**config.mk**
```make
export PLATFORM = sky130hd
export DESIGN_NAME = linked_list_slot_pool_flat
export DESIGN_NICKNAME = d
export VERILOG_FILES = /design/src/rtl/core/lslp_pkg.sv /design/src/rtl/core/lslp_req_if.sv /design/src/rtl/core/lslp_rsp_if.sv /design/src/rtl/core/linked_list_slot_pool.sv /design/src/flat_wrapper.sv
export SDC_FILE = /design/constraint.sdc
export NUM_CORES = 2
export LEC_CHECK = 0
export ABC_CLOCK_PERIOD_IN_PS = 11410
export BUFFER_PORTS_ARGS = -buffer_cell sky130_fd_sc_hd__buf_2
export CORE_UTILIZATION = 55
export DETAILED_ROUTE_END_ITERATION = 12
export PLACE_DENSITY = 0.75
export SYNTH_ARGS = -nofsm -noshare
export SYNTH_HDL_FRONTEND = slang
export SYNTH_SLANG_ARGS = --single-unit
export TNS_END_PERCENT = 1
```
**constraint.sdc**
```tcl
create_clock -name clk -period 11.41 [get_ports clk]
set_input_delay 1.7115 -clock clk [delete_from_list [all_inputs] [get_ports clk]]
set_output_delay 1.7115 -clock clk [all_outputs]
set_load 0.005 [all_outputs]
```
**src/rtl/core/lslp_pkg.sv**
```systemverilog
// ----------------------------------------------------------------------------
// lslp_pkg
// shared types and constants of the linked list slot pool
// ----------------------------------------------------------------------------
package lslp_pkg;

  // default geometry
  localparam int SLOTS_DEF        = 128;
  localparam int PAYLOAD_BITS_DEF = 32;

  // operation codes of an input item
  typedef enum logic [1:0] {
    OP_ADD        = 2'd0,
    OP_REMOVE     = 2'd1,
    OP_CLEAR      = 2'd2,
    OP_RESET_POOL = 2'd3
  } op_t;

  // result status codes
  localparam logic STATUS_OK   = 1'b0;
  localparam logic STATUS_FULL = 1'b1;

  // sequencer states
  typedef enum logic [3:0] {
    ST_FILL,
    ST_IDLE,
    ST_ADD_WR,
    ST_RM_LINK,
    ST_RM_COPY,
    ST_RM_FREE,
    ST_RM_HEAD,
    ST_TAIL_WALK,
    ST_TAIL_CUT,
    ST_CLR_WALK,
    ST_RESULT
  } state_t;

endpackage

```
**src/rtl/core/lslp_req_if.sv**
```systemverilog
// ----------------------------------------------------------------------------
// lslp_req_if
// request channel of the slot pool: operation, list head, element, payload
// ----------------------------------------------------------------------------
interface lslp_req_if #(
  parameter int SLOTS        = lslp_pkg::SLOTS_DEF,
  parameter int PAYLOAD_BITS = lslp_pkg::PAYLOAD_BITS_DEF
);
  import lslp_pkg::*;

  localparam int SLOT_BITS = $clog2(SLOTS);
  localparam int LINK_BITS = $clog2(SLOTS + 1);

  logic                    valid;
  logic                    ready;
  op_t                     operation;
  logic [LINK_BITS-1:0]    list_head;
  logic [SLOT_BITS-1:0]    element_slot;
  logic [PAYLOAD_BITS-1:0] payload_in;

  modport source (
    output valid, operation, list_head, element_slot, payload_in,
    input  ready
  );

  modport sink (
    input  valid, operation, list_head, element_slot, payload_in,
    output ready
  );

endinterface

```
**src/rtl/core/lslp_rsp_if.sv**
```systemverilog
// ----------------------------------------------------------------------------
// lslp_rsp_if
// result channel of the slot pool: new head, added slot, status
// ----------------------------------------------------------------------------
interface lslp_rsp_if #(
  parameter int SLOTS = lslp_pkg::SLOTS_DEF
);
  localparam int LINK_BITS = $clog2(SLOTS + 1);

  logic                 valid;
  logic                 ready;
  logic [LINK_BITS-1:0] new_head;
  logic [LINK_BITS-1:0] added_slot;
  logic                 status;

  modport source (
    output valid, new_head, added_slot, status,
    input  ready
  );

  modport sink (
    input  valid, new_head, added_slot, status,
    output ready
  );

endinterface

```
**src/rtl/core/linked_list_slot_pool.sv**
```systemverilog
// ----------------------------------------------------------------------------
// linked_list_slot_pool
// pool of slots with payload and next link, shared by a free list and
// caller-held singly linked lists
// ----------------------------------------------------------------------------
// The link and payload words sit in two single-port synchronous memories,
// and one sequencer takes one item at a time through read, modify and write
// steps on them; the link memory's one access per cycle sets the timing.
// An add pops the free head, fills it and pushes it on the list, or reports
// full when the pool is full; a remove of an element with a successor copies
// the successor in and frees it; a remove of the tail walks the list from its
// head; a clear walks to the tail and splices the list onto the free list; a
// pool reset rewrites the free chain, one slot a cycle. After rst the block
// runs the same sweep over the link memory before it takes its first item.
// A finished item waits in the output register while the next item is taken.
// The value SLOTS on a head or link means empty.
// ----------------------------------------------------------------------------
module linked_list_slot_pool #(
  parameter int SLOTS        = lslp_pkg::SLOTS_DEF,
  parameter int PAYLOAD_BITS = lslp_pkg::PAYLOAD_BITS_DEF
) (
  input  logic       clk,
  input  logic       rst,
  lslp_req_if.sink   req,
  lslp_rsp_if.source rsp
);
  import lslp_pkg::*;

  localparam int SLOT_BITS = $clog2(SLOTS);
  localparam int LINK_BITS = $clog2(SLOTS + 1);
  localparam logic [LINK_BITS-1:0] EMPTY     = LINK_BITS'(SLOTS);
  localparam logic [LINK_BITS-1:0] LAST_STEP = LINK_BITS'(SLOTS - 1);
  localparam logic [SLOT_BITS-1:0] LAST_SLOT = SLOT_BITS'(SLOTS - 1);

  // memories
  logic [LINK_BITS-1:0]    link_mem [SLOTS];
  logic [PAYLOAD_BITS-1:0] pay_mem  [SLOTS];

  logic                    rd_en;
  logic [SLOT_BITS-1:0]    rd_addr;
  logic [LINK_BITS-1:0]    link_rd;
  logic [PAYLOAD_BITS-1:0] pay_rd;
  logic                    link_we;
  logic [SLOT_BITS-1:0]    link_waddr;
  logic [LINK_BITS-1:0]    link_wdata;
  logic                    pay_we;
  logic [SLOT_BITS-1:0]    pay_waddr;
  logic [PAYLOAD_BITS-1:0] pay_wdata;

  // sequencer registers
  state_t                  state, state_next;
  logic [SLOT_BITS-1:0]    idx, idx_next;
  logic                    fill_op, fill_op_next;
  logic [LINK_BITS-1:0]    free_head, free_head_next;
  logic [LINK_BITS-1:0]    head_q, head_next;
  logic [SLOT_BITS-1:0]    elem_q, elem_next;
  logic [PAYLOAD_BITS-1:0] payload_q, payload_next;
  logic [SLOT_BITS-1:0]    cur, cur_next;
  logic [SLOT_BITS-1:0]    nxt, nxt_next;
  logic [LINK_BITS-1:0]    steps, steps_next;
  logic [LINK_BITS-1:0]    res_head, res_head_next;
  logic [LINK_BITS-1:0]    res_added, res_added_next;
  logic                    res_status, res_status_next;

  // output register
  logic                    out_valid, out_valid_next;
  logic [LINK_BITS-1:0]    out_head, out_head_next;
  logic [LINK_BITS-1:0]    out_added, out_added_next;
  logic                    out_status, out_status_next;

  logic [LINK_BITS-1:0]    in_head;
  logic                    in_elem_ok;

  // input head of SLOTS or more is an empty list
  assign in_head    = (req.list_head >= EMPTY) ? EMPTY : req.list_head;
  assign in_elem_ok = LINK_BITS'(req.element_slot) < EMPTY;

  // link memory, registered read
  always_ff @(posedge clk) begin
    if (link_we) begin
      link_mem[link_waddr] <= link_wdata;
    end
    if (rd_en) begin
      link_rd <= link_mem[rd_addr];
    end
  end

  // payload memory, read at the same address as the link memory
  always_ff @(posedge clk) begin
    if (pay_we) begin
      pay_mem[pay_waddr] <= pay_wdata;
    end
    if (rd_en) begin
      pay_rd <= pay_mem[rd_addr];
    end
  end

  // control state
  always_ff @(posedge clk) begin
    if (rst) begin
      state     <= ST_FILL;
      idx       <= '0;
      fill_op   <= 1'b0;
      free_head <= '0;
      out_valid <= 1'b0;
    end else begin
      state     <= state_next;
      idx       <= idx_next;
      fill_op   <= fill_op_next;
      free_head <= free_head_next;
      out_valid <= out_valid_next;
    end
  end

  // item and walk registers
  always_ff @(posedge clk) begin
    head_q     <= head_next;
    elem_q     <= elem_next;
    payload_q  <= payload_next;
    cur        <= cur_next;
    nxt        <= nxt_next;
    steps      <= steps_next;
    res_head   <= res_head_next;
    res_added  <= res_added_next;
    res_status <= res_status_next;
    out_head   <= out_head_next;
    out_added  <= out_added_next;
    out_status <= out_status_next;
  end

  // sequencer: one memory access per cycle, so a write never meets a read
  // of the same entry in one cycle
  always_comb begin
    state_next      = state;
    idx_next        = idx;
    fill_op_next    = fill_op;
    free_head_next  = free_head;
    head_next       = head_q;
    elem_next       = elem_q;
    payload_next    = payload_q;
    cur_next        = cur;
    nxt_next        = nxt;
    steps_next      = steps;
    res_head_next   = res_head;
    res_added_next  = res_added;
    res_status_next = res_status;
    out_valid_next  = out_valid && !rsp.ready;
    out_head_next   = out_head;
    out_added_next  = out_added;
    out_status_next = out_status;
    req.ready       = 1'b0;
    rd_en           = 1'b0;
    rd_addr         = cur;
    link_we         = 1'b0;
    link_waddr      = cur;
    link_wdata      = EMPTY;
    pay_we          = 1'b0;
    pay_waddr       = elem_q;
    pay_wdata       = payload_q;

    case (state)
      // rebuild the free chain, one slot a cycle
      ST_FILL: begin
        link_we    = 1'b1;
        link_waddr = idx;
        link_wdata = LINK_BITS'(idx) + LINK_BITS'(1);
        idx_next   = idx + SLOT_BITS'(1);
        if (idx == LAST_SLOT) begin
          idx_next       = '0;
          free_head_next = '0;
          state_next     = fill_op ? ST_RESULT : ST_IDLE;
        end
      end

      // take an item and issue its first read
      ST_IDLE: begin
        req.ready = 1'b1;
        if (req.valid) begin
          head_next       = in_head;
          elem_next       = req.element_slot;
          payload_next    = req.payload_in;
          res_head_next   = in_head;
          res_added_next  = EMPTY;
          res_status_next = STATUS_OK;
          fill_op_next    = 1'b0;
          case (req.operation)
            OP_ADD: begin
              if (free_head == EMPTY) begin
                res_status_next = STATUS_FULL;
                state_next      = ST_RESULT;
              end else begin
                rd_en      = 1'b1;
                rd_addr    = free_head[SLOT_BITS-1:0];
                cur_next   = free_head[SLOT_BITS-1:0];
                state_next = ST_ADD_WR;
              end
            end
            OP_REMOVE: begin
              if (in_elem_ok) begin
                rd_en      = 1'b1;
                rd_addr    = req.element_slot;
                state_next = ST_RM_LINK;
              end else begin
                state_next = ST_RESULT;
              end
            end
            OP_CLEAR: begin
              if (in_head == EMPTY) begin
                state_next = ST_RESULT;
              end else begin
                rd_en      = 1'b1;
                rd_addr    = in_head[SLOT_BITS-1:0];
                cur_next   = in_head[SLOT_BITS-1:0];
                steps_next = '0;
                state_next = ST_CLR_WALK;
              end
            end
            OP_RESET_POOL: begin
              fill_op_next  = 1'b1;
              res_head_next = EMPTY;
              idx_next      = '0;
              state_next    = ST_FILL;
            end
            default: begin
              state_next = ST_RESULT;
            end
          endcase
        end
      end

      // pop the free head, fill it and push it on the list
      ST_ADD_WR: begin
        free_head_next = link_rd;
        link_we        = 1'b1;
        link_waddr     = cur;
        link_wdata     = head_q;
        pay_we         = 1'b1;
        pay_waddr      = cur;
        pay_wdata      = payload_q;
        res_head_next  = LINK_BITS'(cur);
        res_added_next = LINK_BITS'(cur);
        state_next     = ST_RESULT;
      end

      // successor known: copy it in, else find the tail from the head
      ST_RM_LINK: begin
        if (link_rd != EMPTY) begin
          nxt_next   = link_rd[SLOT_BITS-1:0];
          rd_en      = 1'b1;
          rd_addr    = link_rd[SLOT_BITS-1:0];
          state_next = ST_RM_COPY;
        end else if (head_q != EMPTY) begin
          rd_en      = 1'b1;
          rd_addr    = head_q[SLOT_BITS-1:0];
          state_next = ST_RM_HEAD;
        end else begin
          state_next = ST_RESULT;
        end
      end

      // successor's link and payload into the element
      ST_RM_COPY: begin
        link_we    = 1'b1;
        link_waddr = elem_q;
        link_wdata = link_rd;
        pay_we     = 1'b1;
        pay_waddr  = elem_q;
        pay_wdata  = pay_rd;
        state_next = ST_RM_FREE;
      end

      // successor onto the free list
      ST_RM_FREE: begin
        link_we        = 1'b1;
        link_waddr     = nxt;
        link_wdata     = free_head;
        free_head_next = LINK_BITS'(nxt);
        state_next     = ST_RESULT;
      end

      // single-element list frees its head, else start the tail walk
      ST_RM_HEAD: begin
        if (link_rd == EMPTY) begin
          link_we        = 1'b1;
          link_waddr     = head_q[SLOT_BITS-1:0];
          link_wdata     = free_head;
          free_head_next = head_q;
          res_head_next  = EMPTY;
          state_next     = ST_RESULT;
        end else begin
          cur_next   = head_q[SLOT_BITS-1:0];
          nxt_next   = link_rd[SLOT_BITS-1:0];
          steps_next = '0;
          rd_en      = 1'b1;
          rd_addr    = link_rd[SLOT_BITS-1:0];
          state_next = ST_TAIL_WALK;
        end
      end

      // link_rd is the link of nxt; a tail at nxt is freed
      ST_TAIL_WALK: begin
        if (link_rd == EMPTY) begin
          link_we        = 1'b1;
          link_waddr     = nxt;
          link_wdata     = free_head;
          free_head_next = LINK_BITS'(nxt);
          state_next     = ST_TAIL_CUT;
        end else if (steps == LAST_STEP) begin
          state_next = ST_RESULT;
        end else begin
          cur_next   = nxt;
          nxt_next   = link_rd[SLOT_BITS-1:0];
          steps_next = steps + LINK_BITS'(1);
          rd_en      = 1'b1;
          rd_addr    = link_rd[SLOT_BITS-1:0];
        end
      end

      // old predecessor becomes the tail
      ST_TAIL_CUT: begin
        link_we    = 1'b1;
        link_waddr = cur;
        link_wdata = EMPTY;
        state_next = ST_RESULT;
      end

      // walk to the tail, then splice the list onto the free list
      ST_CLR_WALK: begin
        if (link_rd == EMPTY) begin
          link_we        = 1'b1;
          link_waddr     = cur;
          link_wdata     = free_head;
          free_head_next = head_q;
          res_head_next  = EMPTY;
          state_next     = ST_RESULT;
        end else if (steps == EMPTY) begin
          state_next = ST_RESULT;
        end else begin
          cur_next   = link_rd[SLOT_BITS-1:0];
          steps_next = steps + LINK_BITS'(1);
          rd_en      = 1'b1;
          rd_addr    = link_rd[SLOT_BITS-1:0];
        end
      end

      // hand the item to the output register once it is free
      ST_RESULT: begin
        if (!out_valid || rsp.ready) begin
          out_valid_next  = 1'b1;
          out_head_next   = res_head;
          out_added_next  = res_added;
          out_status_next = res_status;
          state_next      = ST_IDLE;
        end
      end

      default: begin
        state_next = ST_IDLE;
      end
    endcase
  end

  assign rsp.valid      = out_valid;
  assign rsp.new_head   = out_head;
  assign rsp.added_slot = out_added;
  assign rsp.status     = out_status;

`ifndef ASSERT_OFF
  // free list head is a slot or the empty mark
  a_free_head_range: assert property (@(posedge clk) disable iff (rst)
    free_head <= EMPTY)
    else $error("free head out of range");

  // an item appears on the output only out of the result step
  a_out_from_result: assert property (@(posedge clk) disable iff (rst)
    $rose(rsp.valid) |-> $past(state == ST_RESULT))
    else $error("output item without result step");

  // a taken slot always comes with ok status
  a_added_ok: assert property (@(posedge clk) disable iff (rst)
    rsp.valid && (rsp.added_slot != EMPTY) |-> rsp.status == STATUS_OK)
    else $error("added slot reported with full status");

  // no memory write while waiting for an item
  a_idle_no_write: assert property (@(posedge clk) disable iff (rst)
    state == ST_IDLE |-> !link_we && !pay_we)
    else $error("memory write in idle");
`endif

endmodule

```
**src/flat_wrapper.sv**
```systemverilog
// flat-port wrapper written by rule: the top's interface ports become plain ports
module linked_list_slot_pool_flat import lslp_pkg::*;
#(
  parameter int SLOTS        = lslp_pkg::SLOTS_DEF,
  parameter int PAYLOAD_BITS = lslp_pkg::PAYLOAD_BITS_DEF
)
  (clk, rst, req_valid, req_operation, req_list_head, req_element_slot, req_payload_in, req_ready, rsp_valid, rsp_new_head, rsp_added_slot, rsp_status, rsp_ready);
  lslp_req_if #(.SLOTS(SLOTS), .PAYLOAD_BITS(PAYLOAD_BITS)) req_i ();
  lslp_rsp_if #(.SLOTS(SLOTS)) rsp_i ();
  input  logic clk;
  input  logic rst;
  input wire logic [$bits(req_i.valid)-1:0] req_valid;
  input wire logic [$bits(req_i.operation)-1:0] req_operation;
  input wire logic [$bits(req_i.list_head)-1:0] req_list_head;
  input wire logic [$bits(req_i.element_slot)-1:0] req_element_slot;
  input wire logic [$bits(req_i.payload_in)-1:0] req_payload_in;
  output wire logic [$bits(req_i.ready)-1:0] req_ready;
  output wire logic [$bits(rsp_i.valid)-1:0] rsp_valid;
  output wire logic [$bits(rsp_i.new_head)-1:0] rsp_new_head;
  output wire logic [$bits(rsp_i.added_slot)-1:0] rsp_added_slot;
  output wire logic [$bits(rsp_i.status)-1:0] rsp_status;
  input wire logic [$bits(rsp_i.ready)-1:0] rsp_ready;
  assign req_i.valid = req_valid;
  assign req_i.operation = req_operation;
  assign req_i.list_head = req_list_head;
  assign req_i.element_slot = req_element_slot;
  assign req_i.payload_in = req_payload_in;
  assign req_ready = req_i.ready;
  assign rsp_valid = rsp_i.valid;
  assign rsp_new_head = rsp_i.new_head;
  assign rsp_added_slot = rsp_i.added_slot;
  assign rsp_status = rsp_i.status;
  assign rsp_i.ready = rsp_ready;
  linked_list_slot_pool #(.SLOTS(SLOTS), .PAYLOAD_BITS(PAYLOAD_BITS)) u_core (.clk(clk), .rst(rst), .req(req_i), .rsp(rsp_i));
endmodule
```
Yosys cells after proc, flatten, opt, wreduce, memory -nomap -nowiden
Memory sizes are Yosys's and may differ from the RTL's. A register that Yosys moved wholly into a read port is not among the register bits.
Cells that the tools add are included.
{"block": "classes", "reduce_logical": 26, "muxes": 88, "eq_ne": 38, "add_sub_neg": 3, "n_lt_le_gt_ge": 1}
{"cell": "7-bit 2-to-1 mux", "n": 23}
{"cell": "8-bit 2-to-1 mux", "n": 17}
{"cell": "8-bit case mux with 5 select lines", "n": 2}
{"cell": "7-bit case mux with 5 select lines", "n": 2}
{"cell": "4-bit 2-to-1 mux", "n": 12}
{"cell": "7-bit case mux with 3 select lines", "n": 2}
{"cell": "4-bit case mux with 9 select lines", "n": 1}
{"cell": "8-bit == test (second input constant)", "n": 4}
{"cell": "8-bit case mux with 4 select lines", "n": 1}
{"cell": "7-bit case mux with 2 select lines", "n": 2}
{"cell": "7-bit case mux with 4 select lines", "n": 1}
{"cell": "8-bit case mux with 3 select lines", "n": 1}
{"cell": "1-bit 2-to-1 mux", "n": 18}
{"cell": "4-bit by 3-bit == test with 1-bit output (second input constant)", "n": 4}
{"cell": "2-bit != test (second input constant)", "n": 8}
{"cell": "8-bit != test (second input constant)", "n": 2}
{"cell": "4-bit case mux with 4 select lines", "n": 1}
{"cell": "8-bit case mux with 2 select lines", "n": 1}
{"cell": "4-bit == test (second input constant)", "n": 3}
{"cell": "2-bit by 1-bit != test with 1-bit output (second input constant)", "n": 6}
{"cell": "5-bit AND reduction", "n": 2}
{"cell": "9-bit AND reduction", "n": 1}
{"cell": "7-bit by 1-bit adder with 8-bit output (second input constant)", "n": 1}
{"cell": "8-bit by 1-bit adder with 8-bit output (second input constant)", "n": 1}
{"cell": "30 further kinds", "n": 40}
{"block": "word_totals", "ff_bits": 92, "mem_count": 1, "in_bits": 53, "word_cells": 173, "out_inout_bits": 19, "ram_bits": 1024}
{"memory": "u_core.link_mem", "words": 128, "width": 8, "read_ports": 1, "rd_clocked_by_memory_dff": 1, "write_ports": 1, "line": "linked_list_slot_pool.sv:36", "source": "logic [LINK_BITS-1:0] link_mem [SLOTS];"}

Logic depth before layout (Yosys ltp)
{"block": "logic_depth", "word_depth": 7, "mapped_depth": 19, "mapped_depth_nobuf": 13}

Worst setup path after synthesis
OpenSTA, ideal clock, no wires.
{"block": "synth_path", "path_kind": "register to register", "start": "register u_core.state[2]", "end": "memory u_core.link_mem[0][7] (netlist name) (data pin)", "t_required_ps": 10213, "n_path_buf": 2, "t_arrival_ps": 6695, "path_stages_with_launch": 7, "setup_slack_ps": 3518, "period_less_slack_ps": 7892, "setup_time_ps": 1197, "path_cell_list": "dfxtp_1 -> clkbuf_1 -> inv_1 -> clkbuf_1 -> nor4_1 -> nor2_1 -> o21ai_0"}
{"block": "synth_via", "elab_chain_len": 3, "elab_cells_between_ends": 9, "classes_between": "eq/ne: 6; mux: 1; reduce/logical: 2"}
{"element": "from (decl)", "line": "linked_list_slot_pool.sv:51", "source": "state_t state, state_next;"}
{"element": "from (signal assigned)", "line": "linked_list_slot_pool.sv:107", "source": "state <= state_next;"}
{"element": "4-bit by 3-bit == test with 1-bit output / 4-bit == test (equally long branches)", "line": "linked_list_slot_pool.sv:161", "source": "case (state)"}
{"element": "3-bit OR reduction (no source line)"}
{"element": "8-bit case mux with 5 select lines (*)", "line": "linked_list_slot_pool.sv:161"}
{"element": "net u_core.link_wdata[7]", "line": "linked_list_slot_pool.sv:45", "source": "logic [LINK_BITS-1:0] link_wdata;"}
{"element": "to (decl)", "line": "linked_list_slot_pool.sv:36"}
The timed path passes the listed nets; every way through them passes the cells marked *.

Worst setup path after layout
{"block": "layout_path", "start": "register u_core.state[1]", "end": "register u_core.link_rd[3] (read register of u_core.link_mem) (data pin)"}
{"block": "layout_via", "elab_chain_len": 2, "elab_cells_between_ends": 7, "classes_between": "eq/ne: 5; mux: 2"}
{"element": "4-bit == test (tied with other cells)", "line": "linked_list_slot_pool.sv:161"}
{"element": "7-bit case mux with 5 select lines / 1-bit case mux with 5 select lines (equally long branches)", "line": "linked_list_slot_pool.sv:161"}
{"element": "to (decl)", "line": "linked_list_slot_pool.sv:41", "source": "logic [LINK_BITS-1:0] link_rd;"}
Parallel ways exist; a longest one is shown, timed or not.
A chain may end at the register's enable or synchronous reset.

==> parameters.txt <==
Parameter                              Value

Logic synthesis
  Syn. warnings    0
  Post-Syn Area per Cell    roughly 14 um^2
  Dominant synthesized flop cell    sky130_fd_sc_hd__edfxtp_1
  Net count after synthesis    approximately 3.3k
  EDFF count, synth    approximately 1.1k
  Post-synthesis instance area    roughly 46000 um^2
  Flops & latches, synth    roughly 1.1k
  Post-synth cell types    a little under 90
  Number of cells produced by synthesis    3226
  Share of synthesized flip-flops with an asynchronous set or reset    0
  Cell type contributing the most total cell area after synthesis    sky130_fd_sc_hd__edfxtp_1
  Portion of the post-synthesis area used by sequential elements    0.728
  Area share of the largest cell type after synthesis    0.719
  Top area cells in the synthesized netlist    sky130_fd_sc_hd__edfxtp_1, sky130_fd_sc_hd__nand2_1, sky130_fd_sc_hd__mux4_2

Critical path
  Top fanout value on the critical path    57
  Chain of cells forming the critical path    nor2_1 > nand2_1 > inv_1 > nand2_1 > a21oi_1 > nor2_1 > a31o_4 > buf_4 > mux2i_1 > a22oi_1 > o22ai_1 > o41ai_1 > o21ai_0 > nor4_1
  Bufs and invs on worst path    2
  Slowest cell delay on critical path    slightly above 0.8 ns
  WS Path Type    reg -> reg
  Critical Path Start Type    flop
  Critical path's slowest cell    sky130_fd_sc_hd__dfxtp_1
  Data arrival time at the worst-slack endpoint    between 7 and 8 ns
  Kind of cell with the highest combined delay on the critical path    simple AND/OR/NAND/NOR gates
  Setup crit end kind    flop
  Worst path required time    between 10 and 15 ns

Timing
  Worst hold slack across all endpoints    around 0.42 ns
  Max_slew headroom    0.137
  Post-route fraction of the period consumed by the critical path    0.620
  Final number of max-transition violations    0
  Clock Skews    0.0285 ns
  Setup repair after global routing missed its margin    no
  Final total negative setup slack    0 ns
  Number of failing setup endpoints in the final timing report    0
  Top achievable clock speed    between 0.1 and 0.15 GHz
  Transition time at the pin with the least slew margin    between 1 and 1.5 ns
  Final Critical Period    slightly above 7 ns
  Hold Vio Cnt, Final    0

Min path
  Min-delay worst type    reg -> reg

Clock network
  TritonCTS clock tree    yes
  Max clock buf depth    3
  # clock sinks    1124
  Worst-Skew Late Latency    around 0.70 ns
  Root cell of the clock tree    sky130_fd_sc_hd__clkbuf_16
  Post-CTS Setup Repair Bufs    0
  Count of hold-fix buffers inserted at cts    0
  Number of gates resized after CTS    0
  Clock transition at the register clock pins on the worst setup and hold paths after CTS    around 0.06 ns
  Number of levels the H-tree was split into    3
  Clock buffers created by TritonCTS    approximately 110

Drt
  Vias    28.8k
  Initial detailed-routing violation count    roughly 4.1k
  Via density per instance    between 6 and 7
  Post-Route WL    118 mm
  Routed length per instance    26.7 um
  Number of antenna-violating nets in the routed design    0
  Detailed-route DRC error count    0
  Length of the first detailed-routing pass in iterations    7

GRT
  Global-route wire length before repair    between 150 and 200 mm
  Maximum number of pins on one net before global-route repair    roughly 130
  Global-route usage over all layers    0.277
  Via count of the first global-routing pass    ~28k
  Initial antenna violation count    1
  GR Overflow Total    0

Pwr
  Worst voltage drop across the vdd grid    about 250 uV
  Areal power density over the cells    284 nW/um^2
  Leakage Power    0.0171 uW

Floorplan
  FP Rows    about 110
  Die height    between 200 and 300 um
  Core ar.    82500 um^2
  DIE AREA    ~85000 um^2
  Die X-Extent    between 200 and 300 um
  Effective utilization at floorplan    0.558
  Number of I/O pins    72

Finish
  Area taken by flip-flops and latches    roughly 34000 um^2
  Growth of design area from synthesis to finish    11.1%
  Fill cell instance count of the final layout    about 5.9k
  Most used cells in the layout excluding fill and tap cells    sky130_fd_sc_hd__edfxtp_1, sky130_fd_sc_hd__nand2_1, sky130_fd_sc_hd__nor2_1
  Share of final-layout standard cells stronger than drive strength 1    0.108
  Most common cell after layout, fill and taps aside    sky130_fd_sc_hd__edfxtp_1
  Fin nets    between 3k and 4k
  Antenna fix cells    0
  Area used by multi-input combinational logic    roughly 12000 um^2

Placement
  Total of buffers placed on input and output ports    39
  Hpwl dp    between 70 and 80 mm
  Final weighted congestion in routability-driven placement    between 0.9 and 1

Run
  Max-cap check violation count    0

Status
  Run status    completed
synthesized netlist by cell type (all sizes together), types with 20 or more instances:
cell type,instances
edfxtp,1103
nand2,513
nor2,266
a21oi,163
nand3,130
mux2i,120
clkbuf,104
a22oi,95
buf,94
o21ai,58
mux4,56
o22ai,50
a31oi,43
and3,32
o211ai,28
inv,23
a222oi,21
dfxtp,21
nor3,21
a22o,20
metal layers:
metal	vias up	share of wire	track usage
met3	300	0.10	0.0596
li1	12500	-	-
met5	-	0.000085	0
met4	2	0.036	0.0979
met2	1679	0.48	0.443
met1	14400	0.39	0.377
power by group:
part	internal (uW)	switching, uW	leakage [uW]	total [uW]
clock network	2290	1580	0.00190	3870
registers	5470	144	0.0103	5610
logic	1360	3670	0.00488	5040
total	9120	5400	0.0171	14500
cell families (layout without fill, tap and decap cells):
kind of cell | Yosys count | count (layout) | synth area share
flops | 1124 | 1124 | 0.728
simple gates | 1057 | 1057 | 0.0989
compound gates | 629 | 629 | 0.0938
buf+inv | 222 | 331 | 0.0218
mux | 178 | 178 | 0.0540
xor+xnor | 12 | 12 | 0.00228
fa+ha+maj | 4 | 4 | 0.00103
final timing paths:
check        cells after the start  slack (ns)                    startpoint                          endpoint
min                              0        0.42  u_core.res_head[0]$_DFFE_PP_  u_core.rsp.new_head[0]$_DFFE_PP_
max                             14        4.34  u_core.state[1]$_SDFFE_PP0P_       u_core.link_rd[3]$_DFFE_PP_
max reg2reg                     14        4.34  u_core.state[1]$_SDFFE_PP0P_       u_core.link_rd[3]$_DFFE_PP_
min reg2reg                      0        0.42  u_core.res_head[0]$_DFFE_PP_  u_core.rsp.new_head[0]$_DFFE_PP_
cell type report:
cell class,instances,share of cell area
inverters,24,0.00176
repair buffers,97,0.0126
flip-flops and latches,1124,0.655
clock buffers,126,0.0558
clock inverters,84,0.0206
multi-input cells,1880,0.228
well taps,1070,0.0262
state kept, by name (all words and copies together), names as in the netlist, 4 cells and up:
register / flops
u_core.rsp.new_head: 8
u_core.idx: 7
u_core.link_mem: 1024
u_core.link_rd: 8
u_core.free_head: 8
u_core.nxt: 7
u_core.cur: 7
u_core.rsp.added_slot: 8
u_core.res_head: 8
u_core.res_added: 8
u_core.head_q: 8
u_core.steps: 8
u_core.state: 4
u_core.elem_q: 7
worst register-to-register path, stage by stage, from the launching register on:
cell	delay (ns)
sky130_fd_sc_hd__dfxtp_1	0.82
sky130_fd_sc_hd__nor2_1	0.30
sky130_fd_sc_hd__nand2_1	0.54
sky130_fd_sc_hd__inv_1	0.30
sky130_fd_sc_hd__nand2_1	0.20
sky130_fd_sc_hd__a21oi_1	0.06
sky130_fd_sc_hd__nor2_1	0.72
sky130_fd_sc_hd__a31o_4	0.77
sky130_fd_sc_hd__buf_4	0.83
sky130_fd_sc_hd__mux2i_1	0.21
sky130_fd_sc_hd__a22oi_1	0.26
sky130_fd_sc_hd__o22ai_1	0.15
sky130_fd_sc_hd__o41ai_1	0.64
sky130_fd_sc_hd__o21ai_0	0.35
sky130_fd_sc_hd__nor4_1	0.64
metrics by stage:
stage | instances | setup slack [ns] | util | area [um^2] | total power (uW)
6_report | 4405 | 4.34 | 0.620 | 51200 | 14500
5_1_grt | 4405 | 4.06 | 0.620 | 51200 | 15000
4_1_cts | 4405 | 4.59 | 0.620 | 51200 | 14400
3_5_place_dp | 4195 | 4.01 | 0.573 | 47300 | 10600
3_3_place_gp | 4195 | 4.04 | 0.573 | 47300 | 10400
2_1_floorplan | 3226 | 3.52 | - | 46100 | 8930
No activity file was read; power rests on OpenSTA's default activity.
